==> src/rtl/phc_pkg.sv <==
// shared types and constants for the horizontal half-plane polygon clipper
package phc_pkg;

  localparam int CW = 32;
  localparam int XW = CW + 1;
  localparam int CNTW = $clog2(XW + 1);
  localparam int NSLOT = 5;

  // word slots of one vertex, in emission order
  localparam int SLOT_S1 = 0;
  localparam int SLOT_X1 = 1;
  localparam int SLOT_S2 = 2;
  localparam int SLOT_X2 = 3;
  localparam int SLOT_END = 4;

  typedef struct packed {
    logic signed [CW-1:0] in_x;
    logic signed [CW-1:0] in_y;
    logic                 is_last_vertex;
  } vtx_in_t;

  typedef struct packed {
    logic signed [CW-1:0] out_x;
    logic signed [CW-1:0] out_y;
    logic                 has_vertex;
    logic                 ends_polygon;
  } vtx_out_t;

  typedef struct packed {
    logic                 start;
    logic signed [CW-1:0] xs;
    logic signed [CW-1:0] ys;
    logic signed [CW-1:0] xe;
    logic signed [CW-1:0] ye;
    logic signed [CW-1:0] level;
  } xu_req_t;

  typedef struct packed {
    logic                 done;
    logic signed [CW-1:0] x;
  } xu_rsp_t;

  typedef enum logic [1:0] {ST_IDLE, ST_PICK, ST_CALC, ST_EMIT} seq_state_t;
  typedef enum logic [1:0] {XS_IDLE, XS_MUL, XS_DIV, XS_FIN} xu_state_t;

endpackage

==> src/rtl/phc_xunit.sv <==
// crossing unit: one multiply, then a serial restoring divide, then saturating add
module phc_xunit (
  input  logic             clk,
  input  logic             rst,
  input  phc_pkg::xu_req_t req,
  output phc_pkg::xu_rsp_t rsp
);

  localparam logic signed [phc_pkg::CW+1:0] SMAX =
    (phc_pkg::CW+2)'({1'b0, {(phc_pkg::CW-1){1'b1}}});
  localparam logic signed [phc_pkg::CW+1:0] SMIN =
    -(phc_pkg::CW+2)'({1'b1, {(phc_pkg::CW-1){1'b0}}});

  phc_pkg::xu_state_t st, st_next;

  logic [phc_pkg::XW-1:0]   ma, mb, md;
  logic                     neg;
  logic signed [phc_pkg::CW-1:0] xs_r;
  logic [2*phc_pkg::XW-1:0] pw;
  logic [phc_pkg::CNTW-1:0] cnt;
  logic signed [phc_pkg::CW-1:0] res;
  logic                     done;

  logic signed [phc_pkg::XW-1:0] da, db, dd;
  logic [phc_pkg::XW:0]          trial;
  logic [phc_pkg::XW-1:0]        hi_new;
  logic                          qbit;
  logic signed [phc_pkg::CW+1:0] qs, sum, sat;

  always_comb begin
    da = phc_pkg::XW'(req.level) - phc_pkg::XW'(req.ys);
    db = phc_pkg::XW'(req.xe) - phc_pkg::XW'(req.xs);
    dd = phc_pkg::XW'(req.ye) - phc_pkg::XW'(req.ys);
  end

  // one divide step on the subtractor
  always_comb begin
    trial  = {pw[2*phc_pkg::XW-1:phc_pkg::XW], pw[phc_pkg::XW-1]} - {1'b0, md};
    qbit   = !trial[phc_pkg::XW];
    hi_new = qbit ? trial[phc_pkg::XW-1:0] : pw[2*phc_pkg::XW-2:phc_pkg::XW-1];
  end

  always_comb begin
    qs  = $signed({1'b0, pw[phc_pkg::XW-1:0]});
    sum = neg ? ($signed({{2{xs_r[phc_pkg::CW-1]}}, xs_r}) - qs)
              : ($signed({{2{xs_r[phc_pkg::CW-1]}}, xs_r}) + qs);
    if (sum > SMAX) begin
      sat = SMAX;
    end else if (sum < SMIN) begin
      sat = SMIN;
    end else begin
      sat = sum;
    end
  end

  always_comb begin
    st_next = st;
    unique case (st)
      phc_pkg::XS_IDLE: if (req.start) st_next = phc_pkg::XS_MUL;
      phc_pkg::XS_MUL:  st_next = phc_pkg::XS_DIV;
      phc_pkg::XS_DIV:  if (cnt == phc_pkg::CNTW'(phc_pkg::XW - 1)) st_next = phc_pkg::XS_FIN;
      phc_pkg::XS_FIN:  st_next = phc_pkg::XS_IDLE;
      default:          st_next = phc_pkg::XS_IDLE;
    endcase
  end

  always_ff @(posedge clk) begin
    if (rst) begin
      st   <= phc_pkg::XS_IDLE;
      done <= 1'b0;
      cnt  <= '0;
    end else begin
      st   <= st_next;
      done <= (st == phc_pkg::XS_FIN);
      if (st == phc_pkg::XS_MUL) begin
        cnt <= '0;
      end else if (st == phc_pkg::XS_DIV) begin
        cnt <= cnt + phc_pkg::CNTW'(1);
      end
    end
  end

  always_ff @(posedge clk) begin
    if (st == phc_pkg::XS_IDLE && req.start) begin
      ma   <= da[phc_pkg::XW-1] ? phc_pkg::XW'(-da) : phc_pkg::XW'(da);
      mb   <= db[phc_pkg::XW-1] ? phc_pkg::XW'(-db) : phc_pkg::XW'(db);
      md   <= dd[phc_pkg::XW-1] ? phc_pkg::XW'(-dd) : phc_pkg::XW'(dd);
      neg  <= da[phc_pkg::XW-1] ^ db[phc_pkg::XW-1] ^ dd[phc_pkg::XW-1];
      xs_r <= req.xs;
    end
    if (st == phc_pkg::XS_MUL) begin
      pw <= ma * mb;
    end else if (st == phc_pkg::XS_DIV) begin
      pw <= {hi_new, pw[phc_pkg::XW-2:0], qbit};
    end
    if (st == phc_pkg::XS_FIN) begin
      res <= phc_pkg::CW'(sat);
    end
  end

  assign rsp.done = done;
  assign rsp.x    = res;

endmodule

==> src/rtl/polygon_horizontal_halfplane_clip.sv <==
// top level of the horizontal half-plane polygon clipper
// Clips a polygon, one vertex word at a time, against y >= clip_level
// (Sutherland-Hodgman, one edge). Each vertex is accepted while idle and the
// block then stays busy until all its words have gone into the output
// register: up to three vertex words, or one empty end marker. A crossing
// point waits on the serial restoring divider in the crossing unit, which
// takes one quotient bit per cycle after a single registered multiply; any
// stall on the output side also holds the block.
// clip_level is written through cfg_we/cfg_data; the user must write it only
// while the block is idle, as the block itself does not enforce this.
module polygon_horizontal_halfplane_clip (
  input  logic                         clk,
  input  logic                         rst,
  input  logic                         in_valid,
  output logic                         in_ready,
  input  phc_pkg::vtx_in_t             in_data,
  output logic                         out_valid,
  input  logic                         out_ready,
  output phc_pkg::vtx_out_t            out_data,
  input  logic                         cfg_we,
  input  logic signed [phc_pkg::CW-1:0] cfg_data
);

  phc_pkg::seq_state_t st, st_next;

  // cut level and polygon state
  logic signed [phc_pkg::CW-1:0] clip_level;
  logic signed [phc_pkg::CW-1:0] first_x, first_y;
  logic signed [phc_pkg::CW-1:0] prev_x, prev_y;   // after accept: current vertex
  logic signed [phc_pkg::CW-1:0] e1_x, e1_y;       // start of edge prev -> current
  logic                          in_polygon;
  logic                          last_r;
  logic [phc_pkg::NSLOT-1:0]     mask;              // words still owed for this vertex

  logic                          acc;
  logic                          out_free;
  logic                          load;
  logic [phc_pkg::NSLOT-1:0]     low;
  logic                          is_cross;
  logic                          in_e, in_p, in_f;
  logic signed [phc_pkg::CW-1:0] fx, fy;
  logic [phc_pkg::NSLOT-1:0]     mask_new;
  phc_pkg::vtx_out_t             word;
  phc_pkg::xu_req_t              req;
  phc_pkg::xu_rsp_t              rsp;

  phc_xunit u_xunit (
    .clk (clk),
    .rst (rst),
    .req (req),
    .rsp (rsp)
  );

  // lowest owed slot goes next
  assign low      = mask & (~mask + phc_pkg::NSLOT'(1));
  assign is_cross = low[phc_pkg::SLOT_X1] | low[phc_pkg::SLOT_X2];
  assign out_free = !out_valid || out_ready;
  assign acc      = in_valid && in_ready;

  // classify the new vertex against the level on acceptance
  always_comb begin
    fx   = in_polygon ? first_x : in_data.in_x;
    fy   = in_polygon ? first_y : in_data.in_y;
    in_e = in_data.in_y >= clip_level;
    in_p = prev_y >= clip_level;
    in_f = fy >= clip_level;
    mask_new = '0;
    mask_new[phc_pkg::SLOT_S1] = in_polygon && in_p;
    mask_new[phc_pkg::SLOT_X1] = in_polygon && (in_p != in_e);
    mask_new[phc_pkg::SLOT_S2] = in_data.is_last_vertex && in_e;
    mask_new[phc_pkg::SLOT_X2] = in_data.is_last_vertex && (in_e != in_f);
    mask_new[phc_pkg::SLOT_END] = in_data.is_last_vertex &&
      (mask_new[phc_pkg::SLOT_X2:phc_pkg::SLOT_S1] == '0);
  end

  // crossing edge: prev -> current, or the closing edge current -> first
  always_comb begin
    req.level = clip_level;
    if (low[phc_pkg::SLOT_X1]) begin
      req.xs = e1_x;
      req.ys = e1_y;
      req.xe = prev_x;
      req.ye = prev_y;
    end else begin
      req.xs = prev_x;
      req.ys = prev_y;
      req.xe = first_x;
      req.ye = first_y;
    end
  end

  // word for the selected slot; ends flag when nothing else is owed
  always_comb begin
    word.has_vertex   = 1'b1;
    word.ends_polygon = last_r && ((mask & ~low) == '0);
    if (low[phc_pkg::SLOT_S1]) begin
      word.out_x = e1_x;
      word.out_y = e1_y;
    end else if (low[phc_pkg::SLOT_S2]) begin
      word.out_x = prev_x;
      word.out_y = prev_y;
    end else if (is_cross) begin
      word.out_x = rsp.x;
      word.out_y = clip_level;
    end else begin
      word.out_x      = '0;
      word.out_y      = '0;
      word.has_vertex = 1'b0;
    end
  end

  // sequencer next state
  always_comb begin
    st_next = st;
    unique case (st)
      phc_pkg::ST_IDLE: if (acc) st_next = phc_pkg::ST_PICK;
      phc_pkg::ST_PICK: begin
        if (mask == '0) begin
          st_next = phc_pkg::ST_IDLE;
        end else if (is_cross) begin
          st_next = phc_pkg::ST_CALC;
        end else begin
          st_next = phc_pkg::ST_EMIT;
        end
      end
      phc_pkg::ST_CALC: if (rsp.done) st_next = phc_pkg::ST_EMIT;
      phc_pkg::ST_EMIT: if (out_free) st_next = phc_pkg::ST_PICK;
      default:          st_next = phc_pkg::ST_IDLE;
    endcase
  end

  // sequencer outputs
  always_comb begin
    in_ready  = (st == phc_pkg::ST_IDLE);
    req.start = (st == phc_pkg::ST_PICK) && is_cross;
    load      = (st == phc_pkg::ST_EMIT) && out_free;
  end

  always_ff @(posedge clk) begin
    if (rst) begin
      st         <= phc_pkg::ST_IDLE;
      clip_level <= '0;
      first_x    <= '0;
      first_y    <= '0;
      prev_x     <= '0;
      prev_y     <= '0;
      in_polygon <= 1'b0;
      last_r     <= 1'b0;
      mask       <= '0;
      out_valid  <= 1'b0;
    end else begin
      st <= st_next;
      if (cfg_we) begin
        clip_level <= cfg_data;
      end
      if (acc) begin
        first_x    <= fx;
        first_y    <= fy;
        prev_x     <= in_data.in_x;
        prev_y     <= in_data.in_y;
        in_polygon <= !in_data.is_last_vertex;
        last_r     <= in_data.is_last_vertex;
        mask       <= mask_new;
      end else if (load) begin
        mask <= mask & ~low;
      end
      if (load) begin
        out_valid <= 1'b1;
      end else if (out_ready) begin
        out_valid <= 1'b0;
      end
    end
  end

  always_ff @(posedge clk) begin
    if (acc) begin
      e1_x <= prev_x;
      e1_y <= prev_y;
    end
    if (load) begin
      out_data <= word;
    end
  end

  a_calc_to_emit: assert property (@(posedge clk) disable iff (rst)
    (st == phc_pkg::ST_CALC && rsp.done) |=> st == phc_pkg::ST_EMIT)
    else $error("crossing result not taken to emit");

  a_done_in_calc: assert property (@(posedge clk) disable iff (rst)
    rsp.done |-> st == phc_pkg::ST_CALC)
    else $error("crossing unit finished outside calc");

  a_end_clears: assert property (@(posedge clk) disable iff (rst)
    (load && word.ends_polygon) |=> mask == '0)
    else $error("end word sent with words still owed");

endmodule
==> config.mk <==
export PLATFORM = sky130hd
export DESIGN_NAME = polygon_horizontal_halfplane_clip
export DESIGN_NICKNAME = d
export VERILOG_FILES = /design/src/rtl/phc_pkg.sv /design/src/rtl/phc_xunit.sv /design/src/rtl/polygon_horizontal_halfplane_clip.sv
export SDC_FILE = /design/constraint.sdc
export NUM_CORES = 2
export LEC_CHECK = 0
export ABC_AREA = 1
export CAP_MARGIN = 20
export CORE_ASPECT_RATIO = 1.2
export CORE_MARGIN = 2
export CORE_UTILIZATION = 65
export DETAILED_ROUTE_END_ITERATION = 6
export DONT_BUFFER_PORTS = 1
export PLACE_DENSITY = 0.81
export SKIP_CTS_REPAIR_TIMING = 1
export SLEW_MARGIN = 0
export SYNTH_ARGS = -nofsm -noshare
export SYNTH_HDL_FRONTEND = slang
export SYNTH_SLANG_ARGS = --single-unit
==> constraint.sdc <==
create_clock -name clk -period 10.2 [get_ports clk]
set_input_delay 2.04 -clock clk [delete_from_list [all_inputs] [get_ports clk]]
set_output_delay 2.04 -clock clk [all_outputs]
set_load 0.02 [all_outputs]
After elaboration in Yosys (flattened, before gate mapping)
Index checks and enable logic that the tools add are counted.
{"block": "word_totals", "in_bits": 102, "out_inout_bits": 68, "mem_bits_ro": 0, "memories": 0, "ram_bits": 0, "ff_bits": 539, "latchBits": 0}
{"block": "classes", "div": 0, "order_cmp": 5, "add_sub_neg": 11, "eq_ne": 14, "mux": 27, "multipliers": 1, "n_bitwise": 8, "shift": 0, "reduce_logical": 27}
{"operator": "64-bit 2-to-1 mux", "count": 3}
{"operator": "32-bit 2-to-1 mux", "count": 5}
{"operator": "66-bit 2-to-1 mux", "count": 2}
{"operator": "128-bit 2-to-1 mux", "count": 1}
{"operator": "33-bit negator", "count": 3}
{"operator": "32-bit by 32-bit subtractor with 33-bit output", "count": 3}
{"operator": "32-bit >= comparator", "count": 3}
{"operator": "33-bit by 33-bit multiplier with 66-bit output", "count": 1}
{"operator": "32-bit by 34-bit adder with 34-bit output", "count": 1}
{"operator": "34-bit by 32-bit > comparator with 1-bit output, second input constant", "count": 1}
{"operator": "34-bit by 32-bit < comparator with 1-bit output, second input constant", "count": 1}
{"operator": "34-bit 2-to-1 mux", "count": 1}
{"operator": "32-bit by 34-bit subtractor with 34-bit output", "count": 1}
{"operator": "34-bit by 33-bit subtractor with 34-bit output", "count": 1}
{"operator": "33-bit 2-to-1 mux", "count": 1}
{"operator": "2-bit case mux with 4 select lines", "count": 2}
{"operator": "2-bit 2-to-1 mux", "count": 6}
{"operator": "5-bit bitwise AND", "count": 2}
{"operator": "1-bit logical AND", "count": 10}
{"operator": "5-bit logical NOT", "count": 2}
{"operator": "5-bit 2-to-1 mux", "count": 2}
{"operator": "5-bit NOT", "count": 2}
{"operator": "2-bit == test, second input constant", "count": 4}
{"operator": "2-bit by 1-bit != test with 1-bit output, second input constant", "count": 4}
{"operator": "18 further kinds", "count": 31}

Longest topological paths before layout
{"block": "depth", "word_depth": 7, "ltp_mapped": 34, "depth_no_buf": 32}

Modules after synthesis
A second synthesis with hierarchy kept.
{"block": "hier_totals", "cells_unflattened": 10709, "area_unflattened_um2": 77388.0}
{"module": "phc_xunit", "instances": 1, "area_each_um2": 62293.5, "seq_area_each_um2": 7086.8, "cells_per_inst": 8863}
{"module": "polygon_horizontal_halfplane_clip", "instances": 1, "area_each_um2": 15094.5, "seq_area_each_um2": 7307.0, "cells_per_inst": 1846}

Least setup slack after synthesis
Ideal clock, no wire load.
{"block": "synth_timing", "path_type": "flip-flop to flip-flop", "start": "register mask[0] (netlist bit)", "end": "register u_xunit.ma[0] (netlist bit) (enable)", "slack_ns": 2.717, "setup_ns": 0.625, "required_ns": 9.575, "stages_incl_launch_ff": 7, "t_arrival_ns": 6.858, "path_cell_list": "dfxtp_1 nor2_1 nand2_1 o21ai_1 clkbuf_1 nand2_1 nor2_1"}
{"block": "synth_via", "elab_chain_cells": 6}
{"item": "from (decl)", "line_no": "polygon_horizontal_halfplane_clip.sv:33", "source": "logic [phc_pkg::NSLOT-1:0] mask;"}
{"item": "from (signal assigned)", "line_no": "polygon_horizontal_halfplane_clip.sv:163", "source": "mask <= mask_new;"}
{"item": "from (signal assigned)", "line_no": "polygon_horizontal_halfplane_clip.sv:165", "source": "mask <= mask & ~low;"}
{"item": "5-bit NOT", "line_no": "polygon_horizontal_halfplane_clip.sv:55", "source": "assign low = mask & (~mask + phc_pkg::NSLOT'(1));"}
{"item": "5-bit by 1-bit adder with 5-bit output", "line_no": "polygon_horizontal_halfplane_clip.sv:55"}
{"item": "5-bit bitwise AND", "line_no": "polygon_horizontal_halfplane_clip.sv:55"}
{"item": "1-bit bitwise OR", "line_no": "polygon_horizontal_halfplane_clip.sv:56", "source": "assign is_cross = low[phc_pkg::SLOT_X1] | low[phc_pkg::SLOT_X2];"}
{"item": "1-bit logical AND", "line_no": "polygon_horizontal_halfplane_clip.sv:135", "source": "req.start = (st == phc_pkg::ST_PICK) && is_cross;"}
{"item": "1-bit logical AND", "line_no": "phc_xunit.sv:84", "source": "if (st == phc_pkg::XS_IDLE && req.start) begin"}
{"item": "to (signal assigned)", "line_no": "phc_xunit.sv:85", "source": "ma <= da[phc_pkg::XW-1] ? phc_pkg::XW'(-da) : phc_pkg::XW'(da);"}
{"item": "to (decl)", "line_no": "phc_xunit.sv:16", "source": "logic [phc_pkg::XW-1:0] ma, mb, md;"}
Every way passes these cells.
A chain may end at the register's enable or synchronous reset.

Final worst setup path
{"block": "layout_timing", "start": "register u_xunit.ma[8] (netlist bit)", "end": "register u_xunit.pw[47] (netlist bit), data pin"}
{"block": "layout_via", "elab_chain_cells": 2}
{"item": "33-bit by 33-bit multiplier with 66-bit output", "line_no": "phc_xunit.sv:92", "source": "pw <= ma * mb;"}
{"item": "66-bit 2-to-1 mux", "line_no": "phc_xunit.sv:91", "source": "if (st == phc_pkg::XS_MUL) begin"}
{"item": "to (signal assigned)", "line_no": "phc_xunit.sv:92"}
{"item": "to (signal assigned)", "line_no": "phc_xunit.sv:94", "source": "pw <= {hi_new, pw[phc_pkg::XW-2:0], qbit};"}
{"item": "to (decl)", "line_no": "phc_xunit.sv:19", "source": "logic [2*phc_pkg::XW-1:0] pw;"}
Every way passes these cells.

==> results.md <==
- Initial detailed-routing violation count: 6477
- CP arrival: 9750 ps
- Most frequent cells in the layout: 3105 x nand2_1, 2513 x inv_1, 963 x fa_1
- Dpl hpwl: 204000 um
- Cell Rows: 137
- Core ar.: 117000 um2
- Area delta synth->final: 4.59%
- Clock buffer depth: 3
- Tmin final: 9350 ps
- CP most frequent cell: fa_1
- Reg area: 14400 um2
- Root Driver: clkbuf_16
- Placement Setup Slack: 1360 ps
- Sequential share of the synthesized area: 0.188
- Syn avg cell area: 7.28 um2
- Post-route ant nets: 0
- CTS tree: yes
- Port buffer count: 0
- Starting Density: 0.656
- Share of the synthesized area in the top cell type: 0.252
- Worst Hold Path Cells: 0
- First drt pass iteration count: 7
- Drt wl/cell: 21.0 um
- Final nets: 11881
- Primary FF master, synth: edfxtp_1
- Via/cell ratio: 5.73
- Post-synthesis cell area: 76500 um2
- Worst Skew: 66.9 ps
- CTS clk-pin slew, worst paths: 70 ps
- Actual slew at the worst max-slew pin: 1230 ps
- First-pass GRT wire length: 385000 um
- CP Max Fanout: 12
- Overall Global Routing Usage: 0.417
- Final hold violations: 0
- Initial antenna violation count: 6
- Worst skew pair latency: 710 ps
- Design area: 80000 um2
- Final Setup Violations: 0
- Critical Path Source Type: flop
- Vias: 67943
- Setup crit end kind: flop
- Share of cells above drive strength 1: 0.0351
- Hold Crit Class: flop to flop
- Die Ht: 380 um
- Clock tree sinks: 539
- Fmax: 0.107 GHz
- Max Cap Viol: 0
- Critical Path RT: 10600 ps
- H-tree depth: 2
- Final period utilization: 0.917
- CTS Buf Count: 57
- Unrepaired setup endpoints after global routing: false
- Post-synth EDFFs: 360
- Status: finished, final reports clean
- Gr ovfl total: 0
- Num ports: 170
- Slew margin rel.: 0.176
- Reg2Reg Depth: 29
- Critical path class: flop to flop
- Max stage delay on crit path: 1090 ps
- Seq cells post-synth: 539
- Final wirelength: 249000 um
- Inst Count DP: 11747
- Slew Viols, Final: 0
- Async SR Flop Fraction: 0
- Synth Warn #: 0
- Multi-input gate area: 51000 um2
- Die width: 317 um
- Leading area contributor after synthesis: fa_1
- # DRC: 0
- Die footprint: 120000 um2
- Final WS setup: 852 ps
- Synth area leaders: fa_1 25%, nand2_1 15%, edfxtp_1 14%, inv_1 12%, ha_1 8.8%
- Synth cell types: 58
- Most common cell after layout, fill and taps aside: nand2_1
- Largest net degree at the start of global routing: 112
- Setup TNS: 0 ps
- GPL Wtd Cong: 1.06
- Vias in the first global route: 69510
- Post-DP Area: 78000 um2
- Fill cells: 9787
- Crit path max-delay cell type: edfxtp_1
- Syn Inst Count: 10498
- Syn_nets: 12101
- Fin cells: 11860
## layer usage
| metal | wire length [um] | global-route usage | up-vias |
|---|---|---|---|
| met5 | 0 | 0 | - |
| met4 | 19000 | 0.254 | 0 |
| met3 | 23600 | 0.0770 | 934 |
| met2 | 119000 | 0.705 | 3585 |
| met1 | 87900 | 0.490 | 32276 |
| li1 | - | - | 31148 |
## flip-flops by register name, indices dropped and copies added, names as in the netlist, 2 cells and up
| register | cells |
|---|---|
| prev_x | 32 |
| out_data | 66 |
| u_xunit.cnt | 6 |
| u_xunit.mb | 33 |
| first_y | 32 |
| u_xunit.st | 2 |
| u_xunit.ma | 33 |
| mask | 5 |
| u_xunit.res | 32 |
| prev_y | 32 |
| e1_x | 32 |
| u_xunit.xs_r | 32 |
| st | 2 |
| clip_level | 32 |
| u_xunit.pw | 66 |
| u_xunit.md | 33 |
| e1_y | 32 |
| first_x | 32 |
## final cells by class
type,count,share of cell area
Antenna cell,4,0.000125
Clock buffer,66,0.0189
Clock inverter,42,0.00623
Inverter,2527,0.119
Multi-Input combinational cell,7019,0.638
Sequential cell,539,0.180
Tap cell,1529,0.0239
Timing Repair Buffer,134,0.0146
## through the flow
| stage | hold WS (ps) | utilization |
|---|---|---|
| global route | 435 | 0.686 |
| finish | 432 | 0.686 |
| global placement | 409 | 0.667 |
| floorplan | 408 | - |
| detailed placement | 415 | 0.669 |
| CTS | 430 | 0.686 |
## cells by family (layout without fill, tap and decap cells)
kind of cell    after synthesis  in the layout  share of synthesized area
compound gates             1086           1086                     0.0784
xor+xnor                    206            206                     0.0242
fa+ha+maj                  1501           1501                      0.340
buf+inv                    2940           2769                      0.145
flops                       539            539                      0.188
other cells                   0              4                          0
simple gates               4226           4226                      0.224
## worst max-delay path, delay by kind of cell, from the launching register on
family                   cells  cell delay (ps)
flip-flops                   1             1090
AO/OA/AOI/OAI                2             1140
buffers and inverters        8              980
AND/OR/NAND/NOR             10             1460
adder cells (fa/ha/maj)      9             4380
## cells in the mapped netlist, types with 15 or more instances
master    count
nand2_1    3108
nor2_2       24
or2_2        15
xnor2_1      70
nand2_2      30
nor2_1      530
o221ai_1     35
a31oi_1      22
a21oi_1     447
inv_1      2517
nor3_1       48
nand3_1     273
xor2_1      131
fa_1        963
o211ai_1     58
edfxtp_1    360
clkbuf_1    383
ha_1        538
dfxtp_1     179
nor4_1       18
o21bai_1     27
o21ai_0     427
and2_1       18
nand4_1     113
## final timing paths
kind / startpoint / slack (ps) / end
setup / recovery: u_xunit.ma[8] / 850 / u_xunit.pw[47]
setup reg to reg: u_xunit.ma[8] / 850 / u_xunit.pw[47]
hold / removal: prev_x[12] / 430 / e1_x[12]
hold reg to reg: prev_x[12] / 430 / e1_x[12]
Power is left out: the tool's default activity adds up to more than one toggle a clock period on the data nets, which glitch-free logic cannot reach.
